File: src/rtl/sjf_pkg.sv
// shared types, constants and address helper for the shortest-job-first ready queue
`default_nettype none

package sjf_pkg;

    localparam int QUEUE_DEPTH = 16;
    localparam int ID_BITS     = 8;
    localparam int BURST_BITS  = 16;
    localparam int ADDR_BITS   = (QUEUE_DEPTH > 1) ? $clog2(QUEUE_DEPTH) : 1;
    localparam int CNT_BITS    = ADDR_BITS + 1;
    localparam int ENTRY_BITS  = ID_BITS + BURST_BITS;

    localparam logic KIND_LOAD  = 1'b0;
    localparam logic KIND_EVENT = 1'b1;

    localparam logic [1:0] RSN_TICK  = 2'd0;
    localparam logic [1:0] RSN_BLOCK = 2'd1;
    localparam logic [1:0] RSN_EXIT  = 2'd2;

    typedef struct packed {
        logic [ID_BITS-1:0]    id;
        logic [BURST_BITS-1:0] burst;
    } t_entry;

    typedef enum logic [3:0] {
        ST_IDLE  = 4'b0001,
        ST_SCAN  = 4'b0010,
        ST_PLACE = 4'b0100,
        ST_EVT   = 4'b1000
    } t_state;

    // physical slot of a logical queue position in the circular buffer
    function automatic logic [ADDR_BITS-1:0] phys_addr(input logic [ADDR_BITS-1:0] head,
                                                       input logic [CNT_BITS-1:0]  pos);
        logic [CNT_BITS-1:0] sum;
        sum = CNT_BITS'(head) + pos;
        if (sum >= CNT_BITS'(QUEUE_DEPTH)) begin
            sum = sum - CNT_BITS'(QUEUE_DEPTH);
        end
        return sum[ADDR_BITS-1:0];
    endfunction

endpackage

`default_nettype wire

File: src/rtl/sjf_ram.sv
// simple dual-port ram with registered read data
`default_nettype none

module sjf_ram #(
    parameter int WIDTH = 24,
    parameter int DEPTH = 16,
    parameter int AW    = (DEPTH > 1) ? $clog2(DEPTH) : 1
) (
    input  wire logic             i_clk,
    input  wire logic             i_we,
    input  wire logic [AW-1:0]    i_waddr,
    input  wire logic [WIDTH-1:0] i_wdata,
    input  wire logic             i_re,
    input  wire logic [AW-1:0]    i_raddr,
    output logic      [WIDTH-1:0] o_rdata
);

    logic [WIDTH-1:0] r_mem [DEPTH];
    logic [WIDTH-1:0] r_rdata;

    always_ff @(posedge i_clk) begin
        if (i_we) begin
            r_mem[i_waddr] <= i_wdata;
        end
    end

    always_ff @(posedge i_clk) begin
        if (i_re) begin
            r_rdata <= r_mem[i_raddr];
        end
    end

    assign o_rdata = r_rdata;

endmodule

`default_nettype wire

File: src/rtl/shortest_job_first_scheduler_core.sv
// top level: sorted ready queue sequencer around a circular-buffer ram
// load: written straight to the head when the queue is empty, dropped when it is full; otherwise
//   one ram read and compare per cycle while walking back from the tail, shifting each larger entry
//   one slot toward the tail, then one write to place the new task behind any equal burst or at the head
// one input transaction at a time; loads are taken while a result waits at the output
// synchronous active-low reset empties the queue; no clearing pass over the ram
`default_nettype none

module shortest_job_first_scheduler_core
    import sjf_pkg::*;
(
    input  wire logic                  i_clk,
    input  wire logic                  i_rst_n,
    input  wire logic                  i_in_valid,
    output logic                       o_in_ready,
    input  wire logic                  i_kind,
    input  wire logic [ID_BITS-1:0]    i_task_id,
    input  wire logic [BURST_BITS-1:0] i_burst,
    input  wire logic [1:0]            i_reason,
    input  wire logic [ID_BITS-1:0]    i_current_task,
    input  wire logic                  i_current_idle,
    output logic                       o_out_valid,
    input  wire logic                  i_out_ready,
    output logic      [ID_BITS-1:0]    o_next_task,
    output logic                       o_next_idle
);

    t_state                r_state,   n_state;
    logic [CNT_BITS-1:0]   r_count,   n_count;
    logic [ADDR_BITS-1:0]  r_head,    n_head;
    logic [CNT_BITS-1:0]   r_pos,     n_pos;
    t_entry                r_new,     n_new;
    logic [1:0]            r_reason,  n_reason;
    logic [ID_BITS-1:0]    r_cur,     n_cur;
    logic                  r_cur_idle, n_cur_idle;
    logic                  r_out_valid, n_out_valid;
    logic [ID_BITS-1:0]    r_out_task, n_out_task;
    logic                  r_out_idle, n_out_idle;

    logic                  ram_we;
    logic [ADDR_BITS-1:0]  ram_waddr;
    t_entry                ram_wdata;
    logic                  ram_re;
    logic [ADDR_BITS-1:0]  ram_raddr;
    t_entry                ram_rdata;
    logic [ENTRY_BITS-1:0] ram_rdata_bits;

    logic                  in_fire;
    logic                  out_free;
    logic                  do_pop;

    sjf_ram #(
        .WIDTH (ENTRY_BITS),
        .DEPTH (QUEUE_DEPTH)
    ) u_ram (
        .i_clk   (i_clk),
        .i_we    (ram_we),
        .i_waddr (ram_waddr),
        .i_wdata (ram_wdata),
        .i_re    (ram_re),
        .i_raddr (ram_raddr),
        .o_rdata (ram_rdata_bits)
    );

    assign ram_rdata   = t_entry'(ram_rdata_bits);
    assign o_in_ready  = (r_state == ST_IDLE);
    assign in_fire     = i_in_valid && o_in_ready;
    assign out_free    = !r_out_valid || i_out_ready;
    assign do_pop      = (r_count != '0) &&
                         ((r_reason == RSN_EXIT) || ((r_reason == RSN_TICK) && r_cur_idle));
    assign o_out_valid = r_out_valid;
    assign o_next_task = r_out_task;
    assign o_next_idle = r_out_idle;

    always_comb begin
        n_state     = r_state;
        n_count     = r_count;
        n_head      = r_head;
        n_pos       = r_pos;
        n_new       = r_new;
        n_reason    = r_reason;
        n_cur       = r_cur;
        n_cur_idle  = r_cur_idle;
        n_out_valid = r_out_valid && !i_out_ready;
        n_out_task  = r_out_task;
        n_out_idle  = r_out_idle;
        ram_we      = 1'b0;
        ram_waddr   = '0;
        ram_wdata   = r_new;
        ram_re      = 1'b0;
        ram_raddr   = '0;

        case (r_state)
            ST_IDLE: begin
                if (in_fire) begin
                    if (i_kind == KIND_LOAD) begin
                        n_new.id    = i_task_id;
                        n_new.burst = i_burst;
                        if (r_count == '0) begin
                            ram_we    = 1'b1;
                            ram_waddr = phys_addr(r_head, '0);
                            ram_wdata = n_new;
                            n_count   = CNT_BITS'(1);
                        end else if (r_count != CNT_BITS'(QUEUE_DEPTH)) begin
                            // walk back from the tail
                            ram_re    = 1'b1;
                            ram_raddr = phys_addr(r_head, r_count - CNT_BITS'(1));
                            n_pos     = r_count;
                            n_state   = ST_SCAN;
                        end
                    end else begin
                        n_reason   = i_reason;
                        n_cur      = i_current_task;
                        n_cur_idle = i_current_idle;
                        ram_re     = 1'b1;
                        ram_raddr  = phys_addr(r_head, '0);
                        n_state    = ST_EVT;
                    end
                end
            end
            ST_SCAN: begin
                ram_we    = 1'b1;
                ram_waddr = phys_addr(r_head, r_pos);
                if (ram_rdata.burst > r_new.burst) begin
                    // move the larger entry one slot toward the tail
                    ram_wdata = ram_rdata;
                    n_pos     = r_pos - CNT_BITS'(1);
                    if (r_pos == CNT_BITS'(1)) begin
                        n_state = ST_PLACE;
                    end else begin
                        ram_re    = 1'b1;
                        ram_raddr = phys_addr(r_head, r_pos - CNT_BITS'(2));
                    end
                end else begin
                    ram_wdata = r_new;
                    n_count   = r_count + CNT_BITS'(1);
                    n_state   = ST_IDLE;
                end
            end
            ST_PLACE: begin
                ram_we    = 1'b1;
                ram_waddr = phys_addr(r_head, '0);
                ram_wdata = r_new;
                n_count   = r_count + CNT_BITS'(1);
                n_state   = ST_IDLE;
            end
            ST_EVT: begin
                if (out_free) begin
                    n_out_valid = 1'b1;
                    if (do_pop) begin
                        n_out_task = ram_rdata.id;
                        n_out_idle = 1'b0;
                        n_count    = r_count - CNT_BITS'(1);
                        n_head     = (r_head == ADDR_BITS'(QUEUE_DEPTH - 1)) ?
                                     '0 : r_head + ADDR_BITS'(1);
                    end else if ((r_reason == RSN_EXIT) || r_cur_idle) begin
                        n_out_task = '0;
                        n_out_idle = 1'b1;
                    end else begin
                        n_out_task = r_cur;
                        n_out_idle = 1'b0;
                    end
                    n_state = ST_IDLE;
                end
            end
            default: begin
                n_state = ST_IDLE;
            end
        endcase
    end

    always_ff @(posedge i_clk) begin
        if (!i_rst_n) begin
            r_state     <= ST_IDLE;
            r_count     <= '0;
            r_head      <= '0;
            r_out_valid <= 1'b0;
        end else begin
            r_state     <= n_state;
            r_count     <= n_count;
            r_head      <= n_head;
            r_out_valid <= n_out_valid;
        end
    end

    always_ff @(posedge i_clk) begin
        r_pos      <= n_pos;
        r_new      <= n_new;
        r_reason   <= n_reason;
        r_cur      <= n_cur;
        r_cur_idle <= n_cur_idle;
        r_out_task <= n_out_task;
        r_out_idle <= n_out_idle;
    end

`ifndef SYNTHESIS
    a_count_bound: assert property (@(posedge i_clk) disable iff (!i_rst_n)
        r_count <= CNT_BITS'(QUEUE_DEPTH))
        else $error("queue count beyond depth");

    a_scan_pos: assert property (@(posedge i_clk) disable iff (!i_rst_n)
        (r_state == ST_SCAN) |-> (r_pos != '0) && (r_pos <= r_count))
        else $error("scan position out of range");

    a_ram_no_overlap: assert property (@(posedge i_clk) disable iff (!i_rst_n)
        (ram_we && ram_re) |-> (ram_waddr != ram_raddr))
        else $error("ram read and write to the same slot");

    a_count_step: assert property (@(posedge i_clk) disable iff (!i_rst_n)
        (r_count != $past(r_count)) |->
            ((r_count == $past(r_count) + CNT_BITS'(1)) ||
             (r_count == $past(r_count) - CNT_BITS'(1))))
        else $error("queue count moved by more than one");

    a_result_on_event: assert property (@(posedge i_clk) disable iff (!i_rst_n)
        ((r_state == ST_EVT) && out_free) |=> o_out_valid && (r_state == ST_IDLE))
        else $error("event finished without a result");
`endif

endmodule

`default_nettype wire

File: config.mk
export PLATFORM = sky130hd
export DESIGN_NAME = shortest_job_first_scheduler_core
export DESIGN_NICKNAME = d
export VERILOG_FILES = /design/src/rtl/sjf_pkg.sv /design/src/rtl/sjf_ram.sv /design/src/rtl/shortest_job_first_scheduler_core.sv
export SDC_FILE = /design/constraint.sdc
export NUM_CORES = 1
export LEC_CHECK = 0
export BUFFER_PORTS_ARGS = -buffer_cell sky130_fd_sc_hd__buf_4
export CELL_PAD_IN_SITES_DETAIL_PLACEMENT = 0
export CELL_PAD_IN_SITES_GLOBAL_PLACEMENT = 1
export CORE_ASPECT_RATIO = 1.25
export CORE_MARGIN = 5
export CORE_UTILIZATION = 60
export CTS_BUF_LIST = sky130_fd_sc_hd__clkbuf_4 sky130_fd_sc_hd__clkbuf_8
export DETAILED_ROUTE_END_ITERATION = 10
export PLACE_DENSITY = 0.95
export SYNTH_ARGS = -nofsm -noshare
export SYNTH_HDL_FRONTEND = slang
export SYNTH_HIERARCHICAL = 1
export SYNTH_SLANG_ARGS = --single-unit
File: constraint.sdc
create_clock -name i_clk -period 11.7 [get_ports i_clk]
set_input_delay 2.34 -clock i_clk [delete_from_list [all_inputs] [get_ports i_clk]]
set_output_delay 2.34 -clock i_clk [all_outputs]
set_load 0.1 [all_outputs]
Word-level counts from Yosys, hierarchy flattened
Memory sizes are Yosys's and may differ from the RTL's. A register that Yosys moved wholly into a read port is not among the register bits.
Index checks and enable logic that the tools add are counted.
Word-level totals
  flip-flop bits (word level): 63
  bits in writable memories: 384
  input port bits: 40
  output and inout bits: 11
  word-level logic and storage cells: 133
  memories: 1
Cells by class
  add/subtract/negate cells: 12
  order comparisons: 5
  equal/unequal tests: 20
  muxes and demuxes: 60
  bitwise logic cells: 1
  reductions and logical operators: 22
Memories
  u_ram.r_mem: depth 16, bits a word 24, rd ports 1, clocked after Yosys merged registers in 1, write ports 1, line sjf_ram.sv:18  | logic [WIDTH-1:0] r_mem [DEPTH];
Operators with widths (number)
  two-way mux 24 bit: 4
  two-way mux 4 bit: 21
  two-way mux 5 bit: 11
  case mux 24 bit (2 select lines): 1
  case mux 4 bit (3 select lines): 2
  case mux 5 bit (4 select lines): 1
  > comparator 16 bit: 1
  two-way mux 8 bit: 2
  subtractor 4 x 1 -> 4 bit, second input constant: 4
  adder 4 x 5 -> 5 bit: 3
  greater-or-equal comparator 5 bit, second input constant: 3
  two-way mux 1 bit: 14
  inequality test 2 bit, second input constant: 6
  case mux 5 bit (2 select lines): 1
  subtractor 5 x 1 -> 5 bit, second input constant: 2
  AND reduction 3 bit: 3
  equality test 4 bit, second input constant: 2
  case mux 4 bit (2 select lines): 1
  AND reduction 7 bit: 1
  inequality test 2 x 1 -> 1 bit, second input constant: 3
  inequality test 3 bit, second input constant: 2
  AND reduction 6 bit: 1
  adder 5 x 1 -> 5 bit, second input constant: 1
  equality test 5 x 1 -> 1 bit, second input constant: 1
  other kinds (22): 29

Longest topological paths before layout
  word-level depth: 9
  mapped depth: 15

By module
Netlist, hierarchy kept.
By module, submodules not included
  sjf_ram: times used 1, cells each 636, area an instance 15170.8 sq um, sequential area each 12251.8 sq um
  shortest_job_first_scheduler_core: times used 1, cells each 362, area an instance 3866.2 sq um, sequential area each 1751.7 sq um

Least setup slack after synthesis
No wires, ideal clock.
  path type: input to register
  start: in i_in_valid
  end: mem u_ram.r_mem[0][0], enable pin
  library setup time: 0.435 ns
  data arrival time: 5.292 ns
  data required time: 11.265 ns
  setup slack: 5.973 ns
  stages: 6
  path buffers: 0
  path through: nand2_1 > nor4_4 > a31o_2 > or2_2 > or3b_2 > nor3_1
Between the ends
  word-level cells in the longest chain between the ends: 5
  elaborated cells on any way between the ends: 7
  classes of those cells: mux (6); reduce/logical (1)
RTL lines
  from (decl): line shortest_job_first_scheduler_core.sv:14  | input wire logic i_in_valid,
  logical AND 1 bit: line shortest_job_first_scheduler_core.sv:67  | assign in_fire = i_in_valid && o_in_ready;
  two-way mux 1 bit: line shortest_job_first_scheduler_core.sv:95  | if (in_fire) begin
  case mux 1 bit (2 select lines): line shortest_job_first_scheduler_core.sv:93  | case (r_state)
  named net ram_we: line shortest_job_first_scheduler_core.sv:40  | logic ram_we;
  two-way mux 1 bit: line sjf_ram.sv:22  | if (i_we) begin
  two-way mux 1 bit (implied by the code): line sjf_ram.sv:23  | r_mem[i_waddr] <= i_wdata;
  to (decl): line sjf_ram.sv:18
The timed path passes the listed nets, and every way through them passes these cells.

Worst setup path after layout
  start: reg u_ram.r_rdata[15], in the netlist u_ram/o_rdata[15], read port of u_ram.r_mem
  end: reg u_ram.r_rdata[6], in the netlist u_ram/o_rdata[6], read port of u_ram.r_mem (data pin)
Between the ends
  word-level cells in the longest chain between the ends: 3
  elaborated cells on any way between the ends: 5
  classes of those cells: order compare (1); mux (4)
RTL lines
  from (decl): line sjf_ram.sv:19  | logic [WIDTH-1:0] r_rdata;
  > comparator 16 bit: line shortest_job_first_scheduler_core.sv:124  | if (ram_rdata.burst > r_new.burst) begin
  two-way mux 4 bit: line shortest_job_first_scheduler_core.sv:124
  case mux 4 bit (2 select lines): line shortest_job_first_scheduler_core.sv:93
  named net ram_raddr[1]: line shortest_job_first_scheduler_core.sv:44  | logic [ADDR_BITS-1:0] ram_raddr;
The timed path passes the listed nets, and every way through them passes these cells.
A chain may end at the register's enable or synchronous reset.

==> metrics.cfg <==
[power_and_ir_drop]
vdd_drop_max_mv = 0.132
power_mw = 3.98
p_leak_nw = 7.07
p_per_area_nw_per_um2 = 186

[yosys]
yosysSeqAreaShare = 0.736
synth_area_per_cell_um2 = 19.1
synth_flop_cell = edfxtp_1
synth_area_um2 = 19000
synthArstFlopShare = 0
yosysWarnings = 6
ys_types = 57
syn-num-nets = 1071
synth-edff-count = 457
synthCells = 998
synth-seq-cells = 471

[timing]
holdWs_ns = 0.540
maxSlewViolCount = 0
rsz0062_at_grt = false
setup_viol = 0
timing.fmax_mhz = 178
worst_pin_slew_ns = 1.09
max-slew-margin-rel = 0.273
fin_crit_ns = 5.63
final_hold_viol_count = 0
fin_skew_ns = 0.0281
fin_ws_ns = 6.07
post-route-period-util = 0.481
setup_tns_ns = 0

[global_route]
grt_pass1_vias = 10409
antenna_found_initial = 1
grtUsageTotal = 0.241
grt_max_degree = 75
grt_pass1_wl_mm = 62.9
grt-ovfl-total = 0

[cts]
hold_buffers = 0
ctsHtreeMaxLevel = 3
cts_buffers = 71
path_clk_slew_ns = 0.06
cts_resized = 0
cts_root_buf = clkbuf_8
clkLatencyLatePin_ns = 0.61
cts_tree = yes
post_cts_buffers = 0
cts_sinks = 471
cts_buffer_depth = 3

[route]
dr.first_iter.drc_count = 1170
wl_per_cell_um = 26.8
via_per_inst = 6.50
ant_nets = 0
totalWireLength_mm = 42.0
drc = 0
via_count = 10185
firstDrtPassIters = 5

[finish]
syn2layout_area_growth_pct = 12.7
drive_gt1_frac = 0.277
finish.instance_area_um2 = 21400
fillers = 2011
fin_nets = 1171
utilization = 0.679
instances_no_fill = 1566

[worst_setup_path]
cp-start-kind = flip-flop
cp_data_required_time_ns = 12.03
crit_type = reg2reg
critPathCaptureType = flip-flop
worstPathArrival_ns = 5.96
crit_path_max_fanout = 74

[floorplanning]
rows = 73
die_w_um = 169
die_h_um = 209
core_um2 = 31600
start_util = 0.602
die_area_um2 = 35400
io_pins = 51

[run]
cap_viol_max_count = 0

[worst_hold_path]
min_path_type = reg2reg

[place]
dp.cells = 1437
dpl_worst_slack_ns = 5.66
place_hpwl_mm = 22.7
dpl_cell_area_um2 = 20000
gp_congestion = 0.795
portBuffers = 50

[run_status]
status = finished, final reports clean

-- synth_stat cells (all sizes together), types with 2 or more instances --
master	n	area (µm²)
a211oi	2	15.0
mux4	96	2160
clkbuf	25	93.8
o221a	2	22.5
nand2	46	173
or3b	3	26.3
mux2i	4	40.0
fa	3	60.1
a31oi	2	27.5
dfxtp	14	280
buf	22	140
a21oi	21	105
nor4b	2	38.8
a22oi	49	368
nor2	38	143
nor3	23	115
edfxtp	457	13700
nand2b	5	31.3
inv	30	113
a221oi	2	17.5
nor4	4	61.3
nor2b	5	31.3
a221o	17	170
o211ai	2	15.0
a21o	12	90.1
o21ai	15	75.1
and2	3	18.8
nand3	7	35.0
nand4	3	18.8
a22o	19	166
ha	30	375
a31o	2	17.5
xnor2	12	105
o22ai	2	12.5
xor2	4	35.0
nand3b	3	22.5
-- cells in the final DEF (no fill, tap or decap), types with 24 or more instances in the layout --
cell and n:
clkbuf_8 72, inv_1 30, ha_1 30, edfxtp_1 457
nor2_1 24, mux4_2 96, a22oi_1 49, nand2_1 46
buf_4 74, clkbuf_4 24
-- cell type report --
class / count / area, µm² / share of cell area
Sequential cell: 471 / 14000 / 0.653
Multi-Input combinational cell: 449 / 4780 / 0.223
Clock buffer: 96 / 1170 / 0.0546
Timing Repair Buffer: 74 / 556 / 0.0259
Tap cell: 412 / 515 / 0.0240
Clock inverter: 32 / 298 / 0.0139
Inverter: 31 / 116 / 0.00543
Antenna cell: 1 / 2.50 / 0.000117
-- cell families after synthesis --
family	synth area share
AOI/OAI and AO/OA	0.0606
and+or+nand+nor	0.0395
buffers and inverters	0.0184
DFF	0.736
adders and majority gates	0.0229
muxes	0.116
xor gates and xnor gates	0.00736
-- worst max-delay path, cell delays in order (launching register included) --
cell,delay (ns)
edfxtp_1,0.45
ha_1,0.35
nand4_1,0.22
or4_1,0.60
a21o_1,0.23
a31oi_4,0.22
buf_4,0.52
nand2_1,0.28
o22ai_4,0.75
buf_4,0.92
mux4_2,0.42
a22oi_1,0.22
nand2_1,0.12
-- where the power goes --
part / total [mW] / internal [mW] / switching [mW]
Clock: 1.38 / 0.768 / 0.615
Combinational: 0.566 / 0.219 / 0.346
Sequential: 2.03 / 1.99 / 0.0371
Total: 3.98 / 2.98 / 0.999
-- registers in the layout, summed over array words and instances, names as in the netlist --
signal and flops:
u_ram/o_rdata 24, o_out_valid 1, r_reason 2, u_ram/r_mem 384
r_state 4, r_head 4, r_cur 8, r_new 24
o_next_task 8, r_pos 5, o_next_idle 1, r_cur_idle 1
r_count 5
-- layer usage --
layer	share of wire	vias up	wire length [µm]	GRT usage
li1	-	4309	-	-
met1	0.37	5178	15700	0.329
met2	0.50	608	20900	0.395
met3	0.10	90	4350	0.0477
met4	0.027	0	1110	0.0847
met5	0	-	0	0
-- worst paths after layout --
check,from,endpoint,slack (ns),cells past startpoint
setup reg to reg,u_ram/o_rdata[15],u_ram/o_rdata[6],6.07,12
hold reg to reg,r_cur[4],o_next_task[4],0.54,1
setup / recovery,u_ram/o_rdata[15],u_ram/o_rdata[6],6.07,12
hold / removal,r_cur[4],o_next_task[4],0.54,1
Note: power is estimated with default switching activity, not from simulation.
